[src/design/srl_pkg.sv]
// Shared constants, register codes and controller/datapath interface types.
package srl_pkg;

  // Default sizes of the admission log.
  localparam int LOG_DEPTH_DEF = 64;
  localparam int TIME_BITS_DEF = 32;

  // Stream payload widths.
  localparam int IN_TDATA_W  = 32;
  localparam int OUT_TDATA_W = 8;
  localparam int OCC_W       = 7;

  // Configuration register widths.
  localparam int MAX_ADM_W  = 7;
  localparam int WINDOW_W   = 31;
  localparam int CFG_DATA_W = 31;
  localparam int CFG_IDX_W  = 1;

  // Configuration register indexes.
  localparam logic [CFG_IDX_W-1:0] CFG_MAX_ADM = 1'd0;
  localparam logic [CFG_IDX_W-1:0] CFG_WINDOW  = 1'd1;

  // Configuration reset values.
  localparam logic [MAX_ADM_W-1:0] MAX_ADM_RST = 7'd20;
  localparam logic [WINDOW_W-1:0]  WINDOW_RST  = 31'd1000000;

  // Commands from the controller to the datapath.
  typedef struct packed {
    logic accept;    // latch the request time
    logic pop;       // drop the oldest log entry
    logic append;    // log the request time and admit it
    logic clr_ok;    // mark the request as refused
    logic load_out;  // move the result into the output register
  } srl_cmd_t;

  // Status from the datapath to the controller.
  typedef struct packed {
    logic limit_zero;    // limit register is zero
    logic log_empty;     // no entries logged
    logic head_expired;  // oldest entry is at least one window old
    logic has_room;      // log holds fewer entries than the limit
    logic out_free;      // output register can take a result
  } srl_status_t;

endpackage

[src/design/srl_ram.sv]
// Generic single-port-write, single-port-read RAM with registered read data.
module srl_ram #(
  parameter int WIDTH = 32,
  parameter int DEPTH = 64
) (
  input  logic                                   clk,
  input  logic                                   we,
  input  logic [((DEPTH > 1) ? $clog2(DEPTH) : 1)-1:0] waddr,
  input  logic [WIDTH-1:0]                       wdata,
  input  logic [((DEPTH > 1) ? $clog2(DEPTH) : 1)-1:0] raddr,
  output logic [WIDTH-1:0]                       rdata
);

  logic [WIDTH-1:0] mem [DEPTH];

  // Write port and registered read port.
  always_ff @(posedge clk) begin
    if (we) begin
      mem[waddr] <= wdata;
    end
    rdata <= mem[raddr];
  end

endmodule

[src/design/srl_ctrl.sv]
// Controller state machine that sequences expiry, admission and result hand-off.
module srl_ctrl (
  input  logic                 clk,
  input  logic                 rst_n,
  input  logic                 in_tvalid,
  output logic                 in_tready,
  input  srl_pkg::srl_status_t status,
  output srl_pkg::srl_cmd_t    cmd
);

  import srl_pkg::*;

  localparam logic [1:0] S_IDLE  = 2'd0;
  localparam logic [1:0] S_WAIT  = 2'd1;
  localparam logic [1:0] S_CHECK = 2'd2;
  localparam logic [1:0] S_OUT   = 2'd3;

  logic [1:0] state_r;
  logic [1:0] state_nxt;

  assign in_tready = (state_r == S_IDLE);

  // Next state and command decode.
  always_comb begin
    state_nxt = state_r;
    cmd       = '0;
    case (state_r)
      S_IDLE: begin
        if (in_tvalid) begin
          cmd.accept = 1'b1;
          if (status.limit_zero) begin
            cmd.clr_ok = 1'b1;
            state_nxt  = S_OUT;
          end else begin
            state_nxt  = S_CHECK;
          end
        end
      end
      S_WAIT: begin
        // The RAM read of the new head lands during this cycle.
        state_nxt = S_CHECK;
      end
      S_CHECK: begin
        if (!status.log_empty && status.head_expired) begin
          cmd.pop   = 1'b1;
          state_nxt = S_WAIT;
        end else begin
          if (status.has_room) begin
            cmd.append = 1'b1;
          end else begin
            cmd.clr_ok = 1'b1;
          end
          state_nxt = S_OUT;
        end
      end
      S_OUT: begin
        if (status.out_free) begin
          cmd.load_out = 1'b1;
          state_nxt    = S_IDLE;
        end
      end
      default: begin
        state_nxt = S_IDLE;
      end
    endcase
  end

  // State register.
  always_ff @(posedge clk) begin
    if (!rst_n) begin
      state_r <= S_IDLE;
    end else begin
      state_r <= state_nxt;
    end
  end

endmodule

[src/design/srl_dp.sv]
// Datapath: configuration registers, time log with head and count, output register.
module srl_dp #(
  parameter int LOG_DEPTH = srl_pkg::LOG_DEPTH_DEF,
  parameter int TIME_BITS = srl_pkg::TIME_BITS_DEF
) (
  input  logic                            clk,
  input  logic                            rst_n,
  input  logic                            cfg_we,
  input  logic [srl_pkg::CFG_IDX_W-1:0]   cfg_index,
  input  logic [srl_pkg::CFG_DATA_W-1:0]  cfg_wdata,
  input  logic [srl_pkg::IN_TDATA_W-1:0]  in_tdata,
  output logic                            out_tvalid,
  input  logic                            out_tready,
  output logic [srl_pkg::OUT_TDATA_W-1:0] out_tdata,
  input  srl_pkg::srl_cmd_t               cmd,
  output srl_pkg::srl_status_t            status
);

  import srl_pkg::*;

  localparam int IDX_W = (LOG_DEPTH > 1) ? $clog2(LOG_DEPTH) : 1;
  localparam int CNT_W = $clog2(LOG_DEPTH + 1);
  localparam int SUM_W = IDX_W + 1;
  localparam int LIM_W = (CNT_W > MAX_ADM_W) ? CNT_W : MAX_ADM_W;
  localparam int CMP_W = (TIME_BITS > WINDOW_W) ? TIME_BITS : WINDOW_W;

  logic [MAX_ADM_W-1:0] max_adm_r;
  logic [WINDOW_W-1:0]  window_r;
  logic [TIME_BITS-1:0] now_r;
  logic [IDX_W-1:0]     head_r;
  logic [IDX_W-1:0]     head_nxt;
  logic [CNT_W-1:0]     count_r;
  logic [CNT_W-1:0]     count_nxt;
  logic                 ok_r;
  logic                 out_valid_r;
  logic                 out_admitted_r;
  logic [OCC_W-1:0]     out_occ_r;

  logic [TIME_BITS-1:0] head_time;
  logic [TIME_BITS-1:0] age;
  logic [SUM_W-1:0]     tail_sum;
  logic [IDX_W-1:0]     tail_idx;
  logic [LIM_W-1:0]     limit_req;
  logic [LIM_W-1:0]     limit_cap;
  logic [LIM_W-1:0]     limit;

  // Configuration registers; writes beyond the list are ignored.
  always_ff @(posedge clk) begin
    if (!rst_n) begin
      max_adm_r <= MAX_ADM_RST;
      window_r  <= WINDOW_RST;
    end else if (cfg_we) begin
      case (cfg_index)
        CFG_MAX_ADM: max_adm_r <= cfg_wdata[MAX_ADM_W-1:0];
        CFG_WINDOW:  window_r  <= cfg_wdata[WINDOW_W-1:0];
        default: begin
        end
      endcase
    end
  end

  // Request time, taken modulo the log's time width.
  always_ff @(posedge clk) begin
    if (cmd.accept) begin
      now_r <= TIME_BITS'(in_tdata);
    end
  end

  // Slot after the newest entry, wrapped into the log.
  assign tail_sum = SUM_W'(head_r) + SUM_W'(count_r);
  assign tail_idx = (tail_sum >= SUM_W'(LOG_DEPTH)) ? IDX_W'(tail_sum - SUM_W'(LOG_DEPTH))
                                                     : IDX_W'(tail_sum);

  // The log itself; the read port always follows the head.
  srl_ram #(
    .WIDTH (TIME_BITS),
    .DEPTH (LOG_DEPTH)
  ) u_log (
    .clk   (clk),
    .we    (cmd.append),
    .waddr (tail_idx),
    .wdata (now_r),
    .raddr (head_r),
    .rdata (head_time)
  );

  // Head and count updates for pops and appends.
  always_comb begin
    head_nxt  = head_r;
    count_nxt = count_r;
    if (cmd.pop) begin
      head_nxt  = (head_r == IDX_W'(LOG_DEPTH - 1)) ? '0 : head_r + IDX_W'(1);
      count_nxt = count_r - CNT_W'(1);
    end else if (cmd.append) begin
      count_nxt = count_r + CNT_W'(1);
    end
  end

  always_ff @(posedge clk) begin
    if (!rst_n) begin
      head_r  <= '0;
      count_r <= '0;
    end else begin
      head_r  <= head_nxt;
      count_r <= count_nxt;
    end
  end

  // Admission flag for the request in progress.
  always_ff @(posedge clk) begin
    if (cmd.append) begin
      ok_r <= 1'b1;
    end else if (cmd.clr_ok) begin
      ok_r <= 1'b0;
    end
  end

  // Age of the oldest entry; a negative age never expires.
  assign age = now_r - head_time;

  // Limit saturates at the log depth.
  assign limit_req = LIM_W'(max_adm_r);
  assign limit_cap = LIM_W'(LOG_DEPTH);
  assign limit     = (limit_req > limit_cap) ? limit_cap : limit_req;

  // Output register parts the result from the next request.
  always_ff @(posedge clk) begin
    if (!rst_n) begin
      out_valid_r <= 1'b0;
    end else if (cmd.load_out) begin
      out_valid_r <= 1'b1;
    end else if (out_tready) begin
      out_valid_r <= 1'b0;
    end
  end

  always_ff @(posedge clk) begin
    if (cmd.load_out) begin
      out_admitted_r <= ok_r;
      out_occ_r      <= OCC_W'(count_r);
    end
  end

  assign out_tvalid = out_valid_r;
  assign out_tdata  = {out_occ_r, out_admitted_r};

  // Status for the controller.
  always_comb begin
    status.limit_zero   = (max_adm_r == '0);
    status.log_empty    = (count_r == '0);
    status.head_expired = !age[TIME_BITS-1] && (CMP_W'(age) >= CMP_W'(window_r));
    status.has_room     = (LIM_W'(count_r) < limit);
    status.out_free     = !out_valid_r || out_tready;
  end

endmodule

[src/design/sliding_window_rate_limiter.sv]
// Sliding-window log rate limiter: top level joining controller and datapath.
//
// Each request on the input stream carries its arrival time; unless the limit
// is zero, the block drops every logged admission at least one window old, then
// admits and logs it if fewer than max_admissions entries (capped at the
// log depth) remain, and returns one result (admitted flag and log occupancy)
// per request. After its transfer a request passes the check and hand-off
// states, or only hand-off at a zero limit, before the next input transfer;
// each expired entry adds a pop and a wait state, as each pop waits on the
// registered read of the log RAM at the new head. A result not yet taken on
// the output holds the controller in its hand-off state. The log RAM needs no
// clearing after reset: only entries written since reset are ever read.
module sliding_window_rate_limiter #(
  parameter int LOG_DEPTH = srl_pkg::LOG_DEPTH_DEF,
  parameter int TIME_BITS = srl_pkg::TIME_BITS_DEF
) (
  input  logic                            clk,
  input  logic                            rst_n,
  // Configuration write port.
  input  logic                            cfg_we,
  input  logic [srl_pkg::CFG_IDX_W-1:0]   cfg_index,
  input  logic [srl_pkg::CFG_DATA_W-1:0]  cfg_wdata,
  // Request stream.
  input  logic                            in_tvalid,
  output logic                            in_tready,
  input  logic [srl_pkg::IN_TDATA_W-1:0]  in_tdata,   // [31:0] arrival_time
  // Result stream.
  output logic                            out_tvalid,
  input  logic                            out_tready,
  output logic [srl_pkg::OUT_TDATA_W-1:0] out_tdata   // [0] admitted, [7:1] log_occupancy
);

  import srl_pkg::*;

  srl_cmd_t    cmd;
  srl_status_t status;

  // Sequencer.
  srl_ctrl u_ctrl (
    .clk       (clk),
    .rst_n     (rst_n),
    .in_tvalid (in_tvalid),
    .in_tready (in_tready),
    .status    (status),
    .cmd       (cmd)
  );

  // Log, configuration and result registers.
  srl_dp #(
    .LOG_DEPTH (LOG_DEPTH),
    .TIME_BITS (TIME_BITS)
  ) u_dp (
    .clk        (clk),
    .rst_n      (rst_n),
    .cfg_we     (cfg_we),
    .cfg_index  (cfg_index),
    .cfg_wdata  (cfg_wdata),
    .in_tdata   (in_tdata),
    .out_tvalid (out_tvalid),
    .out_tready (out_tready),
    .out_tdata  (out_tdata),
    .cmd        (cmd),
    .status     (status)
  );

endmodule

[config.mk]
export PLATFORM = sky130hd
export DESIGN_NAME = sliding_window_rate_limiter
export DESIGN_NICKNAME = d
export VERILOG_FILES = /design/src/design/srl_pkg.sv /design/src/design/srl_ram.sv /design/src/design/srl_ctrl.sv /design/src/design/srl_dp.sv /design/src/design/sliding_window_rate_limiter.sv
export SDC_FILE = /design/constraint.sdc
export NUM_CORES = 2
export LEC_CHECK = 0
export ABC_AREA = 0
export BUFFER_PORTS_ARGS = -buffer_cell sky130_fd_sc_hd__buf_2
export CAP_MARGIN = 20
export CORE_AREA = 4 4 417 419
export CTS_CLUSTER_DIAMETER = 200
export CTS_CLUSTER_SIZE = 28
export DETAILED_ROUTE_END_ITERATION = 10
export DIE_AREA = 0 0 421 423
export PLACE_DENSITY = 0.65
export SYNTH_ARGS = -nofsm -noshare
export SYNTH_HDL_FRONTEND = slang
export SYNTH_SLANG_ARGS = --single-unit
[constraint.sdc]
create_clock -name clk -period 12.9 [get_ports clk]
set_input_delay 0 -clock clk [delete_from_list [all_inputs] [get_ports clk]]
set_output_delay 0 -clock clk [all_outputs]
set_load 0.05 [all_outputs]
==> impl_results.md <==
* Die Ht at 423 µm
* Initial Util at 49.61%
* CP startpoint: u_dp.now_r[4]$_DFFE_PP_
* Core area at 170600 µm²
* Sw power at 3.714 mW
* Switch share at 26.40%
* Layout cell share with drive strength beyond 1 at 26.90%
* Post-DP HPWL at 131500 µm
* Pin count of the biggest net entering global routing at 126
* Ys async rst share at 0%
* Cell Rows at 152
* Total track usage at 23.98%
* Vias at 39.65k
* H-Tree Depth at 3
* F_max at 0.1251 GHz
* Crit start category: flip-flop
* GP Congestion at 0.9064
* 1st-iter DRT viols at 5882
* Detail Route Antenna Nets at 0
* Global-route wire length before repair at 302300 µm
* RSZ-0062 raised after global routing: no
* Setup Buffers After CTS at 0
* HP Class: in -> reg
* Clk_skew at 40.62 ps
* Logic pwr share at 18.9%
* CP Data Required Time at 13580 ps
* DRC Markers at 0
* Die width at 421 µm
* Leakage at 27.61 nW
* Initial antenna violation count at 31
* Outcome: complete, no violations
* CTS sink count at 2175
* Total wire length at 213400 µm
* TritonCTS clock tree: yes
* Hold Path Sink: u_dp.now_r[5]$_DFFE_PP_
* Hold Startpoint: in_tdata[5]
* Via/cell ratio at 6.354
* Vias in the first global route at 38.57k
* Slew HR at 19.82%
* Seq cells post-synth at 2175
* Setup tns final at 0 ps
* Post-synth cell types at 65
* Pre-CTS WS at 5032 ps
* Fin crit period at 7992 ps
* Clk root buf: clkbuf_16
* Reg2reg start: u_dp.now_r[4]$_DFFE_PP_
* WP buf/inv at 3
* Pwr/cell area at 152.3 nW/µm²
* VDD IR max at 0.1117 mV
* DR pass1 iterations at 6
* Area delta synth->final at 9.130%
* # setup viols final at 0
* Post-Syn Area at 84630 µm²
* Worst Setup End Kind: flip-flop
* Die area at 178100 µm²
* Slowest cell on crit path: buf_4
* Crit Path Max Fanout at 65
* FF-to-FF End: u_dp.count_r[6]$_SDFFE_PN0P_
* Setup CP Type: reg -> reg
* Top cell family by delay on the critical path: compound AO/OA/AOI/OAI gates
* R2R cell count at 31
* PnR worst setup slack at 4908 ps
* R2R setup slack at 4910 ps
* Post-synth EDFFs at 2088
* Top FF cell, synth: edfxtp_1
* Hold Fails Final Rpt at 0
* Nets at 4103
* Largest stage delay, worst path at 560 ps
* Clock buffer count from CTS at 87
* Routed len/inst at 34.20 µm
* Part of the Yosys area used for sequential elements at 76.15%
* Syn_area_per_cell at 22.77 µm²
* Clk buf depth at 3
* Synthesized Nets at 3868
* Register share of total power at 57.3%
* YS warnings at 0
* Max Cap Viol at 0
* Arr. time, crit path at 8680 ps
* Pint at 10.36 mW
* Clock Latency Late Sink at 740 ps
* WHS Path Cells at 2
* Slew Viols, Final at 0
* Clock group share of total power at 23.8%
* Ratio of final minimum period to clock period at 61.95%
* Worst-Margin Slew at 1194 ps
* Gate Count Post-Synth at 3717
* Port bufs at 78
* Worst-path clk slew at 120 ps
* IO Pins at 79
* Grt ovf at 0
==> cells in the mapped netlist (all sizes together) (3+ instances only) <==
cell     count  share of area, %
edfxtp    2088                74
mux4       672                18
nand2      127              0.56
clkbuf     121              0.54
nor2        93              0.41
dfxtp       87               2.1
ha          79               1.2
a21oi       78              0.47
inv         77              0.34
buf         53              0.27
o21ai       27              0.16
xnor2       26              0.27
a21o        22              0.20
nand3       15             0.089
nand4       14              0.16
xor2        13              0.13
nand2b      12             0.089
nor3        12             0.071
mux2i       10              0.12
nor2b       10             0.074
o211ai       8             0.071
a2111oi      6             0.077
o21a         6             0.053
nor4         5             0.044
o21bai       5             0.044
or2          5             0.037
a211oi       4             0.035
and2         4             0.030
and3         3             0.022
fa           3             0.071
o31ai        3             0.043
o41ai        3             0.049
==> routing by layer <==
metal / track usage (%) / wire length (µm) / vias to the layer above
met1: 36.58 / 88290 / 21580
li1: - / - / 16030
met3: 4.628 / 20230 / 228
met5: 0 / 34 / -
met4: 6.716 / 6586 / 4
met2: 35.88 / 98250 / 1808
==> cell usage in the layout (no fill, tap or decap), types with 18 or more instances in the layout <==
cell / count
o21ai_0: 18
nand2_1: 127
dfxtp_1: 81
a21oi_1: 77
nor2_1: 29
clkbuf_1: 35
inv_1: 77
buf_4: 124
ha_1: 79
buf_2: 78
edfxtp_1: 2088
a21o_1: 22
nor2_4: 64
clkbuf_16: 90
dlygate4sd3_1: 106
mux4_2: 672
xnor2_1: 26
==> sequential cells by signal, summed over array words and instances, names as in the netlist <==
register             count
u_dp.count_r             7
u_dp.ok_r                1
u_dp.out_occ_r           7
u_dp.head_r              6
u_dp.limit_req           7
u_dp.u_log.mem        2048
u_dp.out_tvalid          1
u_dp.now_r              32
u_dp.u_log.rdata        32
u_ctrl.state_r           2
u_dp.window_r           31
u_dp.out_admitted_r      1
==> kinds of logic after synthesis <==
family	Yosys count	share of synthesized area, %
AOI/OAI and AO/OA	181	1.402
buffers and inverters	252	1.153
muxes	682	18.00
DFF	2175	76.15
and+or+nand+nor	306	1.651
adders and majority gates	82	1.239
xor gates and xnor gates	39	0.4036
==> final cells by class <==
type,count,area [µm²]
antenna,15,37.54
clock buffer,125,2384
clock inverter,4,45.04
fill,12600,78240
inverter,78,292.8
multi-input combinational,1290,19700
sequential,2175,64460
tap,2233,2794
timing repair buffer,320,2638
==> through the flow <==
| stage | instance area, µm² | power, mW | instances | utilization, % | hold WS, ps |
|---|---|---|---|---|---|
| 2_1_floorplan | 84630 | 9.892 | 3717 | - | 98.87 |
| 3_3_place_gp | 88690 | 10.81 | 5984 | 51.99 | 175.9 |
| 3_5_place_dp | 88690 | 10.85 | 5984 | 51.99 | 178.1 |
| 4_1_cts | 92180 | 14.14 | 6219 | 54.03 | 1.428 |
| 5_1_grt | 92310 | 14.60 | 6225 | 54.11 | 21.23 |
| 6_report | 92350 | 14.07 | 6240 | 54.14 | 54.21 |
==> what timing repair did <==
action,4_1_cts,5_1_grt
endpoints found under the hold margin,90,0
resized for setup,0,0
hold buffers,106,0
==> power by group through the flow <==
| stage | combinational, mW | sequential, mW | clock, mW |
|---|---|---|---|
| 2_1_floorplan | 1.62 | 8.28 | 0 |
| 3_3_place_gp | 2.60 | 8.22 | 0 |
| 3_5_place_dp | 2.63 | 8.22 | 0 |
| 4_1_cts | 2.66 | 8.06 | 3.41 |
| 5_1_grt | 2.85 | 8.07 | 3.67 |
| 6_report | 2.66 | 8.06 | 3.34 |
==> worst max path at each step <==
stage                                       to  depth (start not counted)
5_1_grt           u_dp.count_r[6]$_SDFFE_PN0P_                         31
6_report          u_dp.count_r[6]$_SDFFE_PN0P_                         31
4_1_cts           u_dp.count_r[6]$_SDFFE_PN0P_                         31
3_3_place_gp      u_dp.count_r[6]$_SDFFE_PN0P_                         31
2_1_floorplan  u_dp.u_log.mem[51][0]$_DFFE_PP_                         24
3_5_place_dp      u_dp.count_r[6]$_SDFFE_PN0P_                         31
Note: power is estimated with default switching activity, not from simulation.
